**config.mk**
```make
export PLATFORM = sky130hd
export DESIGN_NAME = sstf_cell
export DESIGN_NICKNAME = d
export VERILOG_FILES = /design/src/design/sstf_pkg.sv /design/src/design/sstf_cell.sv
export SDC_FILE = /design/constraint.sdc
export NUM_CORES = 1
export LEC_CHECK = 0
export BUFFER_PORTS_ARGS = -buffer_cell sky130_fd_sc_hd__clkbuf_2
export CORE_ASPECT_RATIO = 0.5
export CORE_MARGIN = 5
export CORE_UTILIZATION = 57
export DETAILED_ROUTE_END_ITERATION = 10
export GPL_TIMING_DRIVEN = 0
export PLACE_DENSITY = 0.87
export SLEW_MARGIN = 20
export SYNTH_ARGS = -nofsm -noshare
export SYNTH_HDL_FRONTEND = slang
export SYNTH_SLANG_ARGS = --single-unit
```
**constraint.sdc**
```tcl
create_clock -name clk -period 14.9 [get_ports clk]
set_clock_uncertainty 0.05 [all_clocks]
set_input_delay 0 -clock clk [delete_from_list [all_inputs] [get_ports clk]]
set_output_delay 0 -clock clk [all_outputs]
set_load 0.05 [all_outputs]
```
**src/design/sstf_pkg.sv**
```systemverilog
// ----------------------------------------------------------------------------
// sstf_pkg
// Shared types and helpers for the shortest-seek-first disk scheduler.
// ----------------------------------------------------------------------------
package sstf_pkg;

	localparam int CYL_W   = 16;
	localparam int TOTAL_W = 22;

	typedef logic [CYL_W-1:0]   cyl_t;
	typedef logic [TOTAL_W-1:0] total_t;

	// best request seen so far as it walks down the chain
	typedef struct packed {
		logic found;
		cyl_t cyl;
		cyl_t seek;
	} cand_t;

	// controls broadcast from the controller to every cell
	typedef struct packed {
		logic load;
		logic mark;
		logic clear;
	} cell_ctl_t;

	typedef enum logic {
		ST_LOAD,
		ST_SEARCH
	} state_t;

	function automatic cyl_t abs_diff(input cyl_t a, input cyl_t b);
		abs_diff = (a >= b) ? (a - b) : (b - a);
	endfunction

endpackage

```
**src/design/sstf_cell.sv**
```systemverilog
// ----------------------------------------------------------------------------
// sstf_cell
// One request slot: holds a cylinder with its valid and served marks and
// folds itself into the nearest-request candidate passing through.
// ----------------------------------------------------------------------------
module sstf_cell
	import sstf_pkg::*;
#(
	parameter int IDX_W = 5,
	parameter int IDX   = 0
) (
	input  logic             clk,
	input  logic             arst_n,
	input  cell_ctl_t        ctl,
	input  logic [IDX_W-1:0] wr_idx,
	input  cyl_t             wr_cyl,
	input  logic [IDX_W-1:0] mark_idx,
	input  cyl_t             head,
	input  cand_t            cand_in,
	input  logic [IDX_W-1:0] idx_in,
	output cand_t            cand_out,
	output logic [IDX_W-1:0] idx_out
);

	localparam logic [IDX_W-1:0] MY_IDX = IDX_W'(IDX);

	cyl_t             cyl_q;
	logic             valid_q;
	logic             served_q;
	cand_t            cand_q;
	logic [IDX_W-1:0] idx_q;

	cyl_t seek;
	logic live;
	logic take;

	always_ff @(posedge clk or negedge arst_n) begin
		if (!arst_n) begin
			valid_q  <= 1'b0;
			served_q <= 1'b0;
		end else if (ctl.clear) begin
			valid_q  <= 1'b0;
			served_q <= 1'b0;
		end else begin
			if (ctl.load && wr_idx == MY_IDX) begin
				valid_q <= 1'b1;
			end
			if (ctl.mark && mark_idx == MY_IDX) begin
				served_q <= 1'b1;
			end
		end
	end

	always_ff @(posedge clk) begin
		if (ctl.load && wr_idx == MY_IDX) begin
			cyl_q <= wr_cyl;
		end
	end

	always_comb begin
		seek = abs_diff(cyl_q, head);
		live = valid_q && !served_q;
		// nearer wins, equal distance goes to the lower cylinder
		take = live && (!cand_in.found || seek < cand_in.seek ||
			(seek == cand_in.seek && cyl_q < cand_in.cyl));
	end

	always_ff @(posedge clk or negedge arst_n) begin
		if (!arst_n) begin
			cand_q <= '0;
			idx_q  <= '0;
		end else if (take) begin
			cand_q <= '{found: 1'b1, cyl: cyl_q, seek: seek};
			idx_q  <= MY_IDX;
		end else begin
			cand_q <= cand_in;
			idx_q  <= idx_in;
		end
	end

	assign cand_out = cand_q;
	assign idx_out  = idx_q;

endmodule

```
-- Yosys cells after proc, flatten, opt, wreduce, memory -nomap -nowiden
Index checks and enable logic that the tools add are counted.
W data, S select, Z words.
- register bits: 56
- latch bits: 0
- bits in writable memories: 0
- memory bits (read-only): 0
- bits of input ports: 85
- output and inout port bits: 38
- word-level logic and storage cells: 33
- memories: 0
- add/sub/neg operators: 2
- $mul: 0
- div/mod/pow operators: 0
- magnitude comparators: 3
- equal/unequal tests: 1
- shift operators: 0
- mux-type cells: 7
- bitwise operators: 0
- reduce and logical (&&, ||, !) cells: 13
- operators with widths (operator ; count):
    $mux W33 ; 1
    $lt A16 B16 Y1 ; 2
    $sub A16 B16 Y16 ; 2
    $eq A16 B16 Y1 ; 1
    $ge A16 B16 Y1 ; 1
    $mux W16 ; 1
    $logic_not A5 Y1 ; 2
    $logic_and A1 B1 Y1 ; 5
    $mux W5 ; 1
    $mux W1 ; 4
    $reduce_bool A2 Y1 ; 2
    $logic_not A1 Y1 ; 2
    $logic_or A1 B1 Y1 ; 2

-- Logic depth before layout (Yosys ltp)
- depth after elaboration: 7
- depth in mapped cells: 23
- mapped depth without buffers: 20

-- Worst setup path before layout
OpenSTA, ideal clock, no wires.
- kind: register to register
- start: register cyl_q[0]
- end: register cand_q, in the netlist cand_out[10]
- setup time: 125 ps
- data arrival time: 4925 ps
- data required time: 14725 ps
- path slack: 9800 ps
- cell stages (with the launch flop): 24
- cells stage by stage: edfxtp_1 inv_1 ha_1 inv_1 fa_1 a21o_1 a221o_1 a21oi_1 o21ai_1 a211oi_4 buf_8 mux2i_1 xnor2_1 ha_1 a21o_1 nand3_1 a21oi_1 a2111oi_0 o21ai_0 a21oi_1 a31o_1 clkbuf_1 buf_2 mux2_2
- longest elaborated chain between the ends: 7
- elaborated cells on any way between the ends: 12
- classes of those cells: add/sub (2); order compare (3); eq/ne (1); mux (2); reduce/logical (4)
- ends and longest elaborated chain (element ; RTL line ; RTL):
    from (decl) ; sstf_cell.sv:27 ; cyl_t cyl_q;
    from (signal assigned) ; sstf_cell.sv:56 ; cyl_q <= wr_cyl;
    $sub A16 B16 Y16 or $ge A16 B16 Y1 (tied branches) ; sstf_pkg.sv:33 ; abs_diff = (a >= b) ? (a - b) : (b - a);
    $mux W16 ; sstf_pkg.sv:33 ;
    $lt A16 B16 Y1 or $eq A16 B16 Y1 (tied branches) ; sstf_cell.sv:64, sstf_cell.sv:65 ;
    $logic_or A1 B1 Y1 or $logic_and A1 B1 Y1 (tied branches) ; sstf_cell.sv:64, sstf_cell.sv:65 ;
    $logic_or A1 B1 Y1 ; sstf_cell.sv:64 ; take = live && (!cand_in.found || seek < cand_in.seek ||
    $logic_and A1 B1 Y1 ; sstf_cell.sv:64 ;
    $mux W33 * ; sstf_cell.sv:72 ; end else if (take) begin
    to (signal assigned) ; sstf_cell.sv:73 ; cand_q <= '{found: 1'b1, cyl: cyl_q, seek: seek};
    to (signal assigned) ; sstf_cell.sv:76 ; cand_q <= cand_in;
    to (decl) ; sstf_cell.sv:30 ; cand_t cand_q;
Mark *: on every way between the ends. The rest lies on a longest branch, timed or not.
A chain may end at the register's enable or synchronous reset.

-- Final worst setup path
- start: register cyl_q[0]
- end: register cand_q, in the netlist cand_out[31]
- longest elaborated chain between the ends: 7
- elaborated cells on any way between the ends: 12
- classes of those cells: add/sub (2); order compare (3); eq/ne (1); mux (2); reduce/logical (4)
- ends and longest elaborated chain (element ; RTL line):
    $sub A16 B16 Y16 or $ge A16 B16 Y1 (tied branches) ; sstf_pkg.sv:33
    $mux W16 ; sstf_pkg.sv:33
    $lt A16 B16 Y1 or $eq A16 B16 Y1 (tied branches) ; sstf_cell.sv:64, sstf_cell.sv:65
    $logic_or A1 B1 Y1 or $logic_and A1 B1 Y1 (tied branches) ; sstf_cell.sv:64, sstf_cell.sv:65
    $logic_or A1 B1 Y1 * ; sstf_cell.sv:64
    $logic_and A1 B1 Y1 * ; sstf_cell.sv:64
    $mux W33 * ; sstf_cell.sv:72
Marks and branches as above.

==> flow_metrics.env <==
export IMPL_finalNetCount=765
export IMPL_clock_root_buffer="clkbuf_16"
export IMPL_synth_top_flop_cell="dfrtp_1"
export IMPL_yosysWarnings=0
export IMPL_dp_hpwl_um=8656
export IMPL_cp_max_fo=10
export IMPL_crit_arrival_ns=6.16
export IMPL_synth_distinct_cells=46
export IMPL_overflow=0
export IMPL_crit_start="cyl_q[0]$_DFFE_PP_"
export IMPL_reg2regPathDepth=23
export IMPL_rrSetupSlack_ns=8.85
export IMPL_floorplan_initialDensity_pct=58.00
export IMPL_io_pins=123
export IMPL_required_ns=15.01
export IMPL_syn_to_final_growth_pct=35.01
export IMPL_cts_resized=0
export IMPL_slew_violations=0
export IMPL_dp_slack_ns=8.987
export IMPL_r2r_end="cand_out[31]$_DFF_PN0_"
export IMPL_startpoint_type="flip-flop"
export IMPL_cts_sinks=56
export IMPL_port_buffers=122
export IMPL_nFillCells=500
export IMPL_final_util_pct=78.31
export IMPL_seq_area_frac_synth_pct=35.28
export IMPL_grt_pass1_wl_um=18750
export IMPL_fp_dieArea_um2=9287
export IMPL_async_flop_share_pct=71.43
export IMPL_dr_first_iter_drc_count=388
export IMPL_die_w_um=131.4
export IMPL_routed_wl_um=11650
export IMPL_grt_util_all_layers_pct=24.75
export IMPL_dr_pass1_iters=5
export IMPL_finalSetupViolations=0
export IMPL_place_congestion=0.9122
export IMPL_status="finished clean"
export IMPL_syn_area_um2=4199
export IMPL_worstSetupEndpoint="cand_out[31]$_DFF_PN0_"
export IMPL_fin_crit_sh_pct=40.58
export IMPL_antenna_cells=0
export IMPL_postSynthCellCount=428
export IMPL_layout_commonest_cell="clkbuf_2"
export IMPL_die_h_um=70.69
export IMPL_rows=22
export IMPL_h_tree_depth=2
export IMPL_clock_fmax_mhz=165.4
export IMPL_fin_ws_ns=8.854
export IMPL_critPathKind="reg -> reg"
export IMPL_powerDensity_nw_per_um2=73.76
export IMPL_cts_made_buffers=5
export IMPL_total_leakage_power_nw=2.942
export IMPL_syn_nets=577
export IMPL_slew_headroom_pct=34.85
export IMPL_rsz0062_at_grt="no"
export IMPL_core_um2=7239
export IMPL_ys_seq_elements=56
export IMPL_antenna_found_initial=0
export IMPL_ant_nets=0
export IMPL_ir_worst_vdd_mv=0.05008
export IMPL_clock_path_buffers=2
export IMPL_clock_latency_ns=0.30
export IMPL_path_clk_slew_ns=0.07
export IMPL_grt_pass1_vias=3745
export IMPL_end_kind="flip-flop"
export IMPL_hold_path_class="in -> reg"
export IMPL_fin_crit_ns=6.046
export IMPL_drive_gt1_share_pct=25.45
export IMPL_drc=0
export IMPL_r2r_start="cyl_q[0]$_DFFE_PP_"
export IMPL_via_per_inst=5.338
export IMPL_setup_tns_ns=0
export IMPL_final_cell_mix="clkbuf_2, inv_1, ha_1"
export IMPL_vias=3806
export IMPL_finalHoldViolations=0
export IMPL_tightest_slew_ns=0.9773
export IMPL_synth_edf_count=16
export IMPL_hold_start="wr_idx[1]"
export IMPL_maxCapViolCount=0
export IMPL_cts_tree="done"
export IMPL_avgSynthCellArea_um2=9.811
export IMPL_grt_start_max_net_pins=41
export IMPL_post_drt_wl_per_cell_um=16.34
-- worst max-delay path: stages (launching register included) --
cell and delay (ns):
edfxtp_1 0.43, inv_1 0.08, ha_1 0.17, inv_1 0.06
fa_1 0.37, a21o_1 0.18, a221o_1 0.40, a21oi_1 0.24
o21ai_1 0.13, a211oi_4 0.51, buf_8 0.23, mux2i_1 0.23
xnor2_1 0.19, ha_1 0.29, a21o_1 0.18, nand3_1 0.07
a21oi_1 0.07, a2111oi_0 0.41, o21ai_0 0.15, a21oi_1 0.18
a31o_1 0.12, clkbuf_1 0.40, buf_2 0.35, mux2_1 0.40
-- metrics by stage --
step / cell area, um^2 / power [mW] / cells / hold slack (ns)
CTS: 5669 / 0.4162 / 713 / 0.03981
detailed placement: 4942 / 0.2838 / 647 / 0.1286
finish: 5669 / 0.4182 / 713 / 0.03015
floorplan: 4199 / 0.2468 / 428 / -0.3456
global placement: 4930 / 0.2797 / 646 / 0.1264
global route: 5669 / 0.4365 / 713 / 0.05351
-- cells in the mapped netlist (3+ instances only) --
cell type  number  share of area (%)
xnor2_1         9                1.9
nand4_1         9                1.3
mux2i_1        29                6.9
mux2_2         15                4.0
o21ai_1         4               0.48
xor2_1          5                1.0
nand3_1         7               0.83
nand2b_1        5               0.74
ha_1           62                 18
a21o_1         12                2.1
nor2b_1         4               0.60
clkbuf_1        8               0.72
nor2_1         20                1.8
buf_2           4               0.48
nand2_1        12                1.1
dfrtp_1        40                 24
o21bai_1        5               0.89
inv_1          72                6.4
o21ai_0        12                1.4
a21oi_1        35                4.2
nor3_1          5               0.60
mux2_1          3               0.80
a31oi_1         4               0.60
a2111oi_0       4               0.83
and3_1          3               0.45
edfxtp_1       16                 11
-- cell families (layout without fill, tap and decap cells) --
family | count (synthesis) | in the layout | synth area share (%)
adder cells (fa/ha/maj) | 64 | 64 | 19.43
AO/OA/AOI/OAI | 88 | 88 | 13.32
XOR/XNOR | 14 | 14 | 2.920
flip-flops | 56 | 56 | 35.28
buffers and inverters | 87 | 276 | 8.522
AND/OR/NAND/NOR | 72 | 72 | 8.790
multiplexers | 47 | 47 | 11.74
-- where the power goes --
group | switching [mW] | internal [mW]
logic | 0.0762 | 0.0527
clock network | 0.0551 | 0.0673
registers | 0.00244 | 0.164
-- sequential cells by signal, summed over array words and instances, names as in the netlist --
name and flops:
cand_out 33, cyl_q 16, idx_out 5, served_q 1, valid_q 1
-- area by class of cell --
cell class	count	area [um^2]	area share [%]
inverter	72	270.3	4.767
tap	96	120.1	2.119
buffer	15	87.58	1.545
clock buffer	8	146.4	2.582
sequential	56	1481	26.13
timing repair buffer	181	1199	21.14
multi-input combinational	285	2365	41.71
-- routing by layer --
layer	vias to the layer above	wire, um	GRT usage (%)
li1	1853	-	-
met1	1771	5222	33.33
met2	158	5369	41.01
met3	24	870	6.108
met4	0	188	5.359
met5	-	0	0
-- timing repair --
action                                 in CTS  in global routing
hold buffers                               58                  0
setup buffers                               0                  0
endpoints found under the hold margin      96                  0
-- how the worst min path moves through the flow --
stage / to / slack, ns / depth (start not counted)
after floorplan: cand_out[0]$_DFF_PN0_ / -0.35 / 0
after global placement: valid_q$_DFFE_PN0P_ / 0.13 / 2
after detailed placement: cyl_q[2]$_DFFE_PP_ / 0.13 / 1
after CTS: cyl_q[9]$_DFFE_PP_ / 0.04 / 2
after global routing: cyl_q[9]$_DFFE_PP_ / 0.05 / 2
final: cyl_q[10]$_DFFE_PP_ / 0.03 / 2
Note: power is estimated with default switching activity, not from simulation.
