## config.mk

```make
export PLATFORM = sky130hd
export DESIGN_NAME = sstf_ctrl
export DESIGN_NICKNAME = d
export VERILOG_FILES = /design/src/design/sstf_pkg.sv /design/src/design/sstf_ctrl.sv
export SDC_FILE = /design/constraint.sdc
export NUM_CORES = 1
export LEC_CHECK = 0
export BUFFER_PORTS_ARGS = -buffer_cell sky130_fd_sc_hd__buf_2
export CAP_MARGIN = 15
export CELL_PAD_IN_SITES_DETAIL_PLACEMENT = 1
export CELL_PAD_IN_SITES_GLOBAL_PLACEMENT = 1
export CORE_MARGIN = 5
export CORE_UTILIZATION = 44
export DETAILED_ROUTE_END_ITERATION = 8
export GPL_ROUTABILITY_DRIVEN = 1
export PLACE_DENSITY = 0.88
export SLEW_MARGIN = 0
export SYNTH_ARGS = -nofsm -noshare
export SYNTH_HDL_FRONTEND = slang
export SYNTH_SLANG_ARGS = --single-unit
```

## constraint.sdc

```tcl
create_clock -name clk -period 3.98 [get_ports clk]
set_input_delay 0.995 -clock clk [delete_from_list [all_inputs] [get_ports clk]]
set_output_delay 0.995 -clock clk [all_outputs]
set_load 0.05 [all_outputs]
```

## src/design/sstf_pkg.sv

```systemverilog
// ----------------------------------------------------------------------------
// sstf_pkg
// Shared types and helpers for the shortest-seek-first disk scheduler.
// ----------------------------------------------------------------------------
package sstf_pkg;

	localparam int CYL_W   = 16;
	localparam int TOTAL_W = 22;

	typedef logic [CYL_W-1:0]   cyl_t;
	typedef logic [TOTAL_W-1:0] total_t;

	// best request seen so far as it walks down the chain
	typedef struct packed {
		logic found;
		cyl_t cyl;
		cyl_t seek;
	} cand_t;

	// controls broadcast from the controller to every cell
	typedef struct packed {
		logic load;
		logic mark;
		logic clear;
	} cell_ctl_t;

	typedef enum logic {
		ST_LOAD,
		ST_SEARCH
	} state_t;

	function automatic cyl_t abs_diff(input cyl_t a, input cyl_t b);
		abs_diff = (a >= b) ? (a - b) : (b - a);
	endfunction

endpackage

```

## src/design/sstf_ctrl.sv

```systemverilog
// ----------------------------------------------------------------------------
// sstf_ctrl
// Batch controller: loads requests, times each walk of the cell chain,
// moves the head and registers one result word per pick.
// ----------------------------------------------------------------------------
module sstf_ctrl
	import sstf_pkg::*;
#(
	parameter int N     = 32,
	parameter int CNT_W = 6,
	parameter int IDX_W = 5
) (
	input  logic             clk,
	input  logic             arst_n,
	input  logic             cfg_we,
	input  cyl_t             cfg_wdata,
	input  logic             in_valid,
	output logic             in_ready,
	input  cyl_t             in_cyl,
	input  logic             in_last,
	output logic             out_valid,
	input  logic             out_ready,
	output cyl_t             out_cyl,
	output cyl_t             out_dist,
	output total_t           out_total,
	output logic             out_last,
	output logic             out_drop,
	output cell_ctl_t        ctl,
	output logic [IDX_W-1:0] wr_idx,
	output cyl_t             wr_cyl,
	output logic [IDX_W-1:0] mark_idx,
	output cyl_t             head,
	input  cand_t            tail_cand,
	input  logic [IDX_W-1:0] tail_idx
);

	localparam logic [CNT_W-1:0] FULL = CNT_W'(N);

	state_t           state_q, state_d;
	cyl_t             start_q;
	cyl_t             head_q;
	total_t           total_q;
	total_t           total_d;
	logic [CNT_W-1:0] count_q;
	logic [CNT_W-1:0] pick_q;
	logic [CNT_W-1:0] scnt_q;
	logic             ovf_q;
	logic             out_valid_q;
	cyl_t             out_cyl_q;
	cyl_t             out_dist_q;
	total_t           out_total_q;
	logic             out_last_q;
	logic             out_drop_q;

	logic in_fire;
	logic launch;
	logic pick;
	logic last_pick;
	logic slot_free;

	always_comb begin
		in_fire   = in_valid && in_ready;
		launch    = in_fire && in_last;
		slot_free = !out_valid_q || out_ready;
		pick      = (state_q == ST_SEARCH) && (scnt_q == FULL) && slot_free;
		last_pick = pick && (CNT_W'(pick_q + 1'b1) == count_q);
		total_d   = total_q + TOTAL_W'(tail_cand.seek);
	end

	always_comb begin
		state_d = state_q;
		unique case (state_q)
			ST_LOAD: begin
				if (launch) begin
					state_d = ST_SEARCH;
				end
			end
			ST_SEARCH: begin
				if (last_pick) begin
					state_d = ST_LOAD;
				end
			end
			default: state_d = ST_LOAD;
		endcase
	end

	always_comb begin
		in_ready  = 1'b0;
		ctl.load  = 1'b0;
		ctl.mark  = 1'b0;
		ctl.clear = 1'b0;
		unique case (state_q)
			ST_LOAD: begin
				in_ready = 1'b1;
				ctl.load = in_valid && (count_q < FULL);
			end
			ST_SEARCH: begin
				ctl.mark  = pick;
				ctl.clear = last_pick;
			end
			default: begin
				in_ready = 1'b0;
			end
		endcase
	end

	always_ff @(posedge clk or negedge arst_n) begin
		if (!arst_n) begin
			state_q <= ST_LOAD;
			start_q <= '0;
			head_q  <= '0;
			total_q <= '0;
			count_q <= '0;
			pick_q  <= '0;
			scnt_q  <= '0;
			ovf_q   <= 1'b0;
		end else begin
			state_q <= state_d;
			if (cfg_we) begin
				start_q <= cfg_wdata;
			end
			if (last_pick) begin
				count_q <= '0;
				ovf_q   <= 1'b0;
			end else if (in_fire) begin
				if (count_q < FULL) begin
					count_q <= count_q + 1'b1;
				end else begin
					ovf_q <= 1'b1;
				end
			end
			if (launch) begin
				head_q  <= start_q;
				total_q <= '0;
				pick_q  <= '0;
				scnt_q  <= '0;
			end else if (pick) begin
				head_q  <= tail_cand.cyl;
				total_q <= total_d;
				pick_q  <= pick_q + 1'b1;
				scnt_q  <= '0;
			end else if (state_q == ST_SEARCH && scnt_q != FULL) begin
				// advance while the candidate walks the chain
				scnt_q <= scnt_q + 1'b1;
			end
		end
	end

	always_ff @(posedge clk or negedge arst_n) begin
		if (!arst_n) begin
			out_valid_q <= 1'b0;
		end else if (pick) begin
			out_valid_q <= 1'b1;
		end else if (out_ready) begin
			out_valid_q <= 1'b0;
		end
	end

	always_ff @(posedge clk) begin
		if (pick) begin
			out_cyl_q   <= tail_cand.cyl;
			out_dist_q  <= tail_cand.seek;
			out_total_q <= total_d;
			out_last_q  <= last_pick;
			out_drop_q  <= ovf_q;
		end
	end

	assign out_valid = out_valid_q;
	assign out_cyl   = out_cyl_q;
	assign out_dist  = out_dist_q;
	assign out_total = out_total_q;
	assign out_last  = out_last_q;
	assign out_drop  = out_drop_q;
	assign wr_idx    = count_q[IDX_W-1:0];
	assign wr_cyl    = in_cyl;
	assign mark_idx  = tail_idx;
	assign head      = head_q;

endmodule

```

Yosys cells after proc, flatten, opt, wreduce, memory -nomap -nowiden
Cells that the tools add are included.

cells by class
  add/subtract/negate cells = 4
  $mul = 0
  divide/modulo/power cells = 0
  order comparisons = 1
  equal/unequal tests = 4
  shift operators = 0
  mux-type cells = 23
  bitwise gates (word level) = 1
  reductions and logical operators = 16

operator list
  kind                   count
  $mux W6                8
  $mux W22               2
  $mux W16               2
  $add A22 B16 Y22       1
  $add A6 B1 Y6 const B  3
  $mux W1                9
  $reduce_bool A2 Y1     4
  $logic_and A1 B1 Y1    7
  $eq A6 B6 Y1           1
  $eq A6 B6 Y1 const B   1
  $lt A6 B6 Y1 const B   1
  $ne A6 B6 Y1 const B   1
  $reduce_and A2 Y1      2
  $reduce_bool A3 Y1     1
  $mux W2                1
  $ne A2 B2 Y1 const B   1
  $pmux W1 S2            1
  $logic_not A1 Y1       1
  $logic_or A1 B1 Y1     1
  $not A1 Y1             1

word-level totals
  register bits after elaboration = 131
  bits in latches = 0
  RAM bits = 0
  bits in read-only memories = 0
  input port bits = 76
  output and inout port bits = 103
  word-level logic and storage cells = 63
  memories = 0

Longest topological paths before layout
Gate-level depths: netlist (run 1).

  word-level depth = 6
  mapped depth = 9

Worst setup path before layout (run 1)
Ideal clock, no wire load.

  kind = input to output
  from = input port out_ready
  to = output port ctl[0] (netlist bit)
  data arrival time = 3.107 ns
  slack = -0.122 ns
  cell stages on the path = 4
  path through = nand2b_1 nand4_4 clkbuf_1 nor4_1

RTL lines
  item             line             source
  start, declared  sstf_ctrl.sv:22  input logic out_ready,
  end, declared    sstf_ctrl.sv:28  output cell_ctl_t ctl,

==> flow_summary.ini, run 1 <==
[synth]
synth.avg_cell_area_sq_um = 11.8
synth_flop_cell = dfrtp_1
synth_area_sq_um = 6180
synth_edf_count = 56
synth_xor_area_share_pct = 4.96
synth_compound_area_share_pct = 10.3
ys_types = 64
yosysWarnings = 0
synthCells = 524
synth_seq_cells = 131
async_flop_share_pct = 57.3
synth_top_family_by_area = simple AND/OR/NAND/NOR gates
synth-seq-area-share_pct = 57.6
synth_nets = 621
synthSimpleGateAreaFrac_pct = 13.6
synthMuxAreaShare_pct = 3.40
synthAdderAreaFrac_pct = 4.37

[floorplanning]
fp-row-count = 43
die_area_sq_um = 16500
die_w_um = 129
coreArea_sq_um = 13800
start_util_pct = 44.7
die_h_um = 129
pin_count = 179

[routing]
drt-initial-drc-count = 221
final_antenna_net_count = 0
viasPerCell = 5.50
routed_wl_um = 16700
num_vias = 4560
first_pass_iters = 4
drc_errors = 0
routedWlPerCell_um = 20.1

[global_routing]
grt_pass1_vias = 5217
grt_pass1_wl_um = 27200
grt_max_degree = 76
antenna_found_initial = 0
track_usage_pct = 21.4
grt_overflow = 0

[pwr]
combPwrFrac_pct = 35.2
p_per_area_nw_per_um2 = 708
swShare_pct = 37.8
peakVddDrop_v = 0.000442
clkPwrFrac_pct = 28.3
p_leak_nw = 3.39
seqPwrFrac_pct = 36.5
power_w = 0.00523
p_int_w = 0.00325
p_sw_w = 0.00198

[timing]
max_slew.worst_pin.slew_ns = 1.03
finalSetupViolCount = 0
fin_crit_sh_pct = 85.5
max_slew_margin_pct = 31.4
fmax_mhz = 294
tns_ns = 0
rsz0062_at_grt = no
hold_viol = 0
slew_violations = 0
period_needed_ns = 3.40
worst_clock_skew_ns = 0.00878

[setup_path]
worstSetupPathType = flip-flop to output port
worstReg2RegEnd = total_q[18]
worst-path-buf-inv = 1
crit_fanout = 6
regToRegSetupSlack_ns = 1.11
path_cells = ha_1, nand3_1, xor2_1, xnor2_1, nand2_1, nor4_2, buf_2
crit_arrival_ns = 2.41
endpoint_kind = output port
cp-start-kind = flip-flop
cp.required_ns = 2.98
r2r_cells = 7
cp-startpoint = pick_q[0]
cp_top_family = simple AND/OR/NAND/NOR gates
slowest_stage = dfrtp_1
slowest_delay_ns = 0.44
reg2reg_from = scnt_q[2]

[cells_and_area]
drive_gt1_share_pct = 30.7
multiInputGateArea_sq_um = 2270
regArea_sq_um = 3560
final_cell_mix = 134 x buf_2, 75 x dfrtp_1, 56 x edfxtp_1
final_nets = 734
num_antenna_cells = 0
syn2layout_area_growth_pct = 19.5
final_common_cell = buf_2
n_fill_cell = 1525

[clock_network]
numCtsBuffers = 17
cts.clk_slew.worst_paths_ns = 0.05
h-tree-depth = 4
clk_latency_ns = 0.42
post-cts-setup-buffers = 0
cts_resized = 0
cts.sinks = 131
clockRootBuffer = clkbuf_16
cts_tree = yes
cts_hold_buf = 0
cts_buffer_depth = 2

[run]
cap_violations = 0

[hold_path]
holdPathStages = 0
hold_class = flip-flop to flip-flop
hold_path_startpoint = ovf_q
worstHoldEndpoint = out_drop

[placement]
gp_congestion = 0.801
place_hpwl_um = 11400
port_buffers = 135

[outcome]
status = completed
==> how the worst max path moves through the flow <==
stage | to | slack, ns | cells after the start
2_1_floorplan | ctl[0] | 0.44 | 4
3_3_place_gp | ctl[0] | 0.74 | 5
3_5_place_dp | out_total[18] | 0.68 | 10
4_1_cts | ctl[0] | 0.57 | 7
5_1_grt | ctl[0] | 0.44 | 7
6_report | ctl[0] | 0.58 | 7
==> metal layers <==
layer	up-vias	part of all wire, %	GRT usage (%)
met5	-	0	0
met4	0	2.5	8.59
met3	44	7.1	6.77
met2	157	52	37.9
met1	2280	38	23.9
li1	2079	-	-
==> area by class of cell <==
type,instances,share of cell area (%)
tap,180,3.05
sequential,131,48.2
timing repair buffer,141,9.96
multi-input combinational,334,30.8
inverter,12,0.627
clock inverter,7,1.17
clock buffer,24,6.25
==> cell families after synthesis <==
kind of cell,Yosys count
XOR/XNOR,35
AND/OR/NAND/NOR,169
AO/OA/AOI/OAI,90
flip-flops,131
buffers and inverters,59
adder cells (fa/ha/maj),21
multiplexers,19
==> synth_stat cells, types with 6 or more instances <==
master    number  area [sq um]
a21o_1        11          82.6
a21oi_1       17          85.1
and3_1        15          93.8
buf_4         27           203
clkbuf_1       8          30.0
dfrtp_1       75          1880
edfxtp_1      56          1680
ha_1          20           250
inv_1         11          41.3
mux2_2        16           180
nand2_1       40           150
nand3_1       25           125
nand4_1        6          37.5
nor2_1        54           203
o21ai_0       12          60.1
o22ai_1       15          93.8
xnor2_1       18           158
xor2_1        17           149
==> state kept, by name (all words and copies together) (netlist names) <==
| name | count |
|---|---|
| out_total | 22 |
| ovf_q | 1 |
| count_q | 6 |
| out_dist | 16 |
| out_drop | 1 |
| scnt_q | 6 |
| start_q | 16 |
| pick_q | 6 |
| head | 16 |
| out_cyl | 16 |
| out_valid | 1 |
| state_q | 1 |
| total_q | 22 |
| out_last | 1 |
==> through the flow <==
stage | cell area [sq um] | hold WS, ns | utilization, % | cells | worst slack [ns]
3_3_place_gp | 6840 | 0.440 | 49.4 | 798 | 0.735
4_1_cts | 7380 | 0.448 | 53.4 | 829 | 0.565
5_1_grt | 7380 | 0.454 | 53.4 | 829 | 0.442
6_report | 7380 | 0.459 | 53.4 | 829 | 0.579
2_1_floorplan | 6190 | 0.426 | - | 524 | 0.436
3_5_place_dp | 6840 | 0.435 | 49.4 | 798 | 0.678
==> power groups by stage <==
stage          registers [W]  logic [W]  clock network, W
6_report             0.00191    0.00184           0.00148
3_5_place_dp         0.00193    0.00178                 0
3_3_place_gp         0.00190    0.00169                 0
5_1_grt              0.00195    0.00199           0.00158
2_1_floorplan        0.00229    0.00102                 0
4_1_cts              0.00191    0.00185           0.00150
Power figures use the tool's default switching activity.
==> run 2: changes to the inputs <==
Settings changed: CORE_UTILIZATION 44 to 37, PLACE_DENSITY 0.88 to 0.79.
Clock period 3.98 ns to 3 ns, I/O delays scaled along.
==> flow_summary.ini, run 2 (same netlist as run 1, synthesis figures left out) <==
[setup_path]
worstSetupPathType = flip-flop to output port
crit_fanout = 4
reg2reg_from = total_q[0]
cp-start-kind = flip-flop
regToRegSetupSlack_ns = 0.51
crit_arrival_ns = 2.14
cp.required_ns = 2.25
worstReg2RegEnd = total_q[20]
r2r_cells = 9
endpoint_kind = output port

[outcome]
status = completed

[pwr]
power_w = 0.00692
swShare_pct = 37.9
p_per_area_nw_per_um2 = 917
seqPwrFrac_pct = 36.5
combPwrFrac_pct = 35.0
p_sw_w = 0.00262
p_leak_nw = 3.43
p_int_w = 0.00430
clkPwrFrac_pct = 28.5
peakVddDrop_v = 0.000397

[cells_and_area]
final_nets = 740
final_core_util_pct = 45.8
final_cell_mix = 133 x buf_2, 74 x dfrtp_1, 56 x edfxtp_1
syn2layout_area_growth_pct = 22.1
final_common_cell = buf_2
drive_gt1_share_pct = 32.9
num_antenna_cells = 0

[routing]
routedWlPerCell_um = 18.7
routed_wl_um = 16400
num_vias = 4548
top_layer = met4
routed-wl-met3_um = 1040
viasPerCell = 5.19
drt-initial-drc-count = 215
final_antenna_net_count = 0
first_pass_iters = 4
drc_errors = 0
wl_met1_um = 6420
met2_length_um = 8550

[global_routing]
grt_pass1_wl_um = 27000
grt_pass1_vias = 5146
track_usage_pct = 17.4
grt_max_degree = 76
grt_overflow = 0
antenna_found_initial = 0

[clock_network]
cts_buffer_depth = 2
cts_tree = yes
numCtsBuffers = 17
cts_hold_buf = 0
cts.clk_slew.worst_paths_ns = 0.06
clockRootBuffer = clkbuf_16
cts.sinks = 131
h-tree-depth = 4
clk_latency_ns = 0.42

[timing]
finalSetupViolCount = 0
tns_ns = 0
max_slew_margin_pct = 31.4
worst_clock_skew_ns = 0.00892
max_slew.worst_pin.slew_ns = 1.03
period_needed_ns = 2.89
fmax_mhz = 346
slew_violations = 0
hold_viol = 0
hold-worst-slack_ns = 0.478
fin_crit_sh_pct = 96.2
rsz0062_at_grt = no

[floorplanning]
die_h_um = 139
die_w_um = 139
pin_count = 179
coreArea_sq_um = 16500
fp-row-count = 47
start_util_pct = 37.5
die_area_sq_um = 19400

[run]
cap_violations = 0

[hold_path]
hold_path_startpoint = head[15]
worstHoldEndpoint = head[15]
hold_class = flip-flop to flip-flop
holdPathStages = 2

[placement]
gp_congestion = 0.843
port_buffers = 135
place_hpwl_um = 11300
## run 2: cell count changes in the layout (fill, tap and decap cells not counted), sizes merged
| cell | change |
|---|---|
| clkbuf | +2 |
| clkinv | -2 |
| clkinvlp | +2 |
| inv | +1 |
| bufinv | -2 |
| buf | +6 |
## run 2: how the worst max path moves through the flow
stage | start | endpoint | cells after the start | slack, ns
2_1_floorplan | out_ready | ctl[0] | 4 | 0.24
3_3_place_gp | tail_cand[0] | total_q[20] | 10 | 0.09
3_5_place_dp | tail_cand[0] | total_q[20] | 10 | 0.04
4_1_cts | pick_q[0] | ctl[0] | 7 | 0.04
5_1_grt | pick_q[0] | ctl[0] | 7 | 0.02
6_report | pick_q[1] | ctl[0] | 7 | 0.11
## run 2: per-stage QoR
stage | instances | area (sq um) | setup WS [ns]
after CTS | 874 | 7510 | 0.0366
after detailed placement | 842 | 6930 | 0.0423
final | 876 | 7550 | 0.113
after global routing | 876 | 7550 | 0.0193
after floorplan | 524 | 6200 | 0.241
after global placement | 842 | 6930 | 0.0853
## run 2: what timing repair did
item,CTS,global route
hold endpoints to repair,0,0
buffers inserted,0,2
pin swaps,0,1
setup endpoints to repair,1,1
gates cloned,0,0
gates resized for setup,5,4
## run 2: area by class of cell
class                           instances  area [sq um]
Clock buffer                           26           520
Clock inverter                          6          42.5
Fill cell                            1820          8920
Inverter                               12          46.3
Multi-Input combinational cell        334          2320
Sequential cell                       131          3560
Tap cell                              220           275
Timing Repair Buffer                  147           787
## run 2: layer usage
metal | track usage (%) | up-vias
met5 | 0 | -
met4 | 6.85 | 0
met3 | 5.66 | 37
met2 | 30.8 | 117
met1 | 19.3 | 2302
li1 | - | 2092
## run 2: worst max-delay path, stage by stage (launching register included)
cell and delay, ns:
dfrtp_1 0.42, ha_4 0.18, nand3_1 0.12, xor2_2 0.27
xnor2_2 0.14, nand2_2 0.11, nor4_4 0.26, buf_6 0.20
## run 2: power by group through the flow
stage | clock network [W] | registers (W) | logic [W]
3_5_place_dp | 0 | 0.00255 | 0.00238
4_1_cts | 0.00202 | 0.00253 | 0.00242
2_1_floorplan | 0 | 0.00304 | 0.00136
5_1_grt | 0.00211 | 0.00256 | 0.00265
3_3_place_gp | 0 | 0.00252 | 0.00227
6_report | 0.00197 | 0.00253 | 0.00242
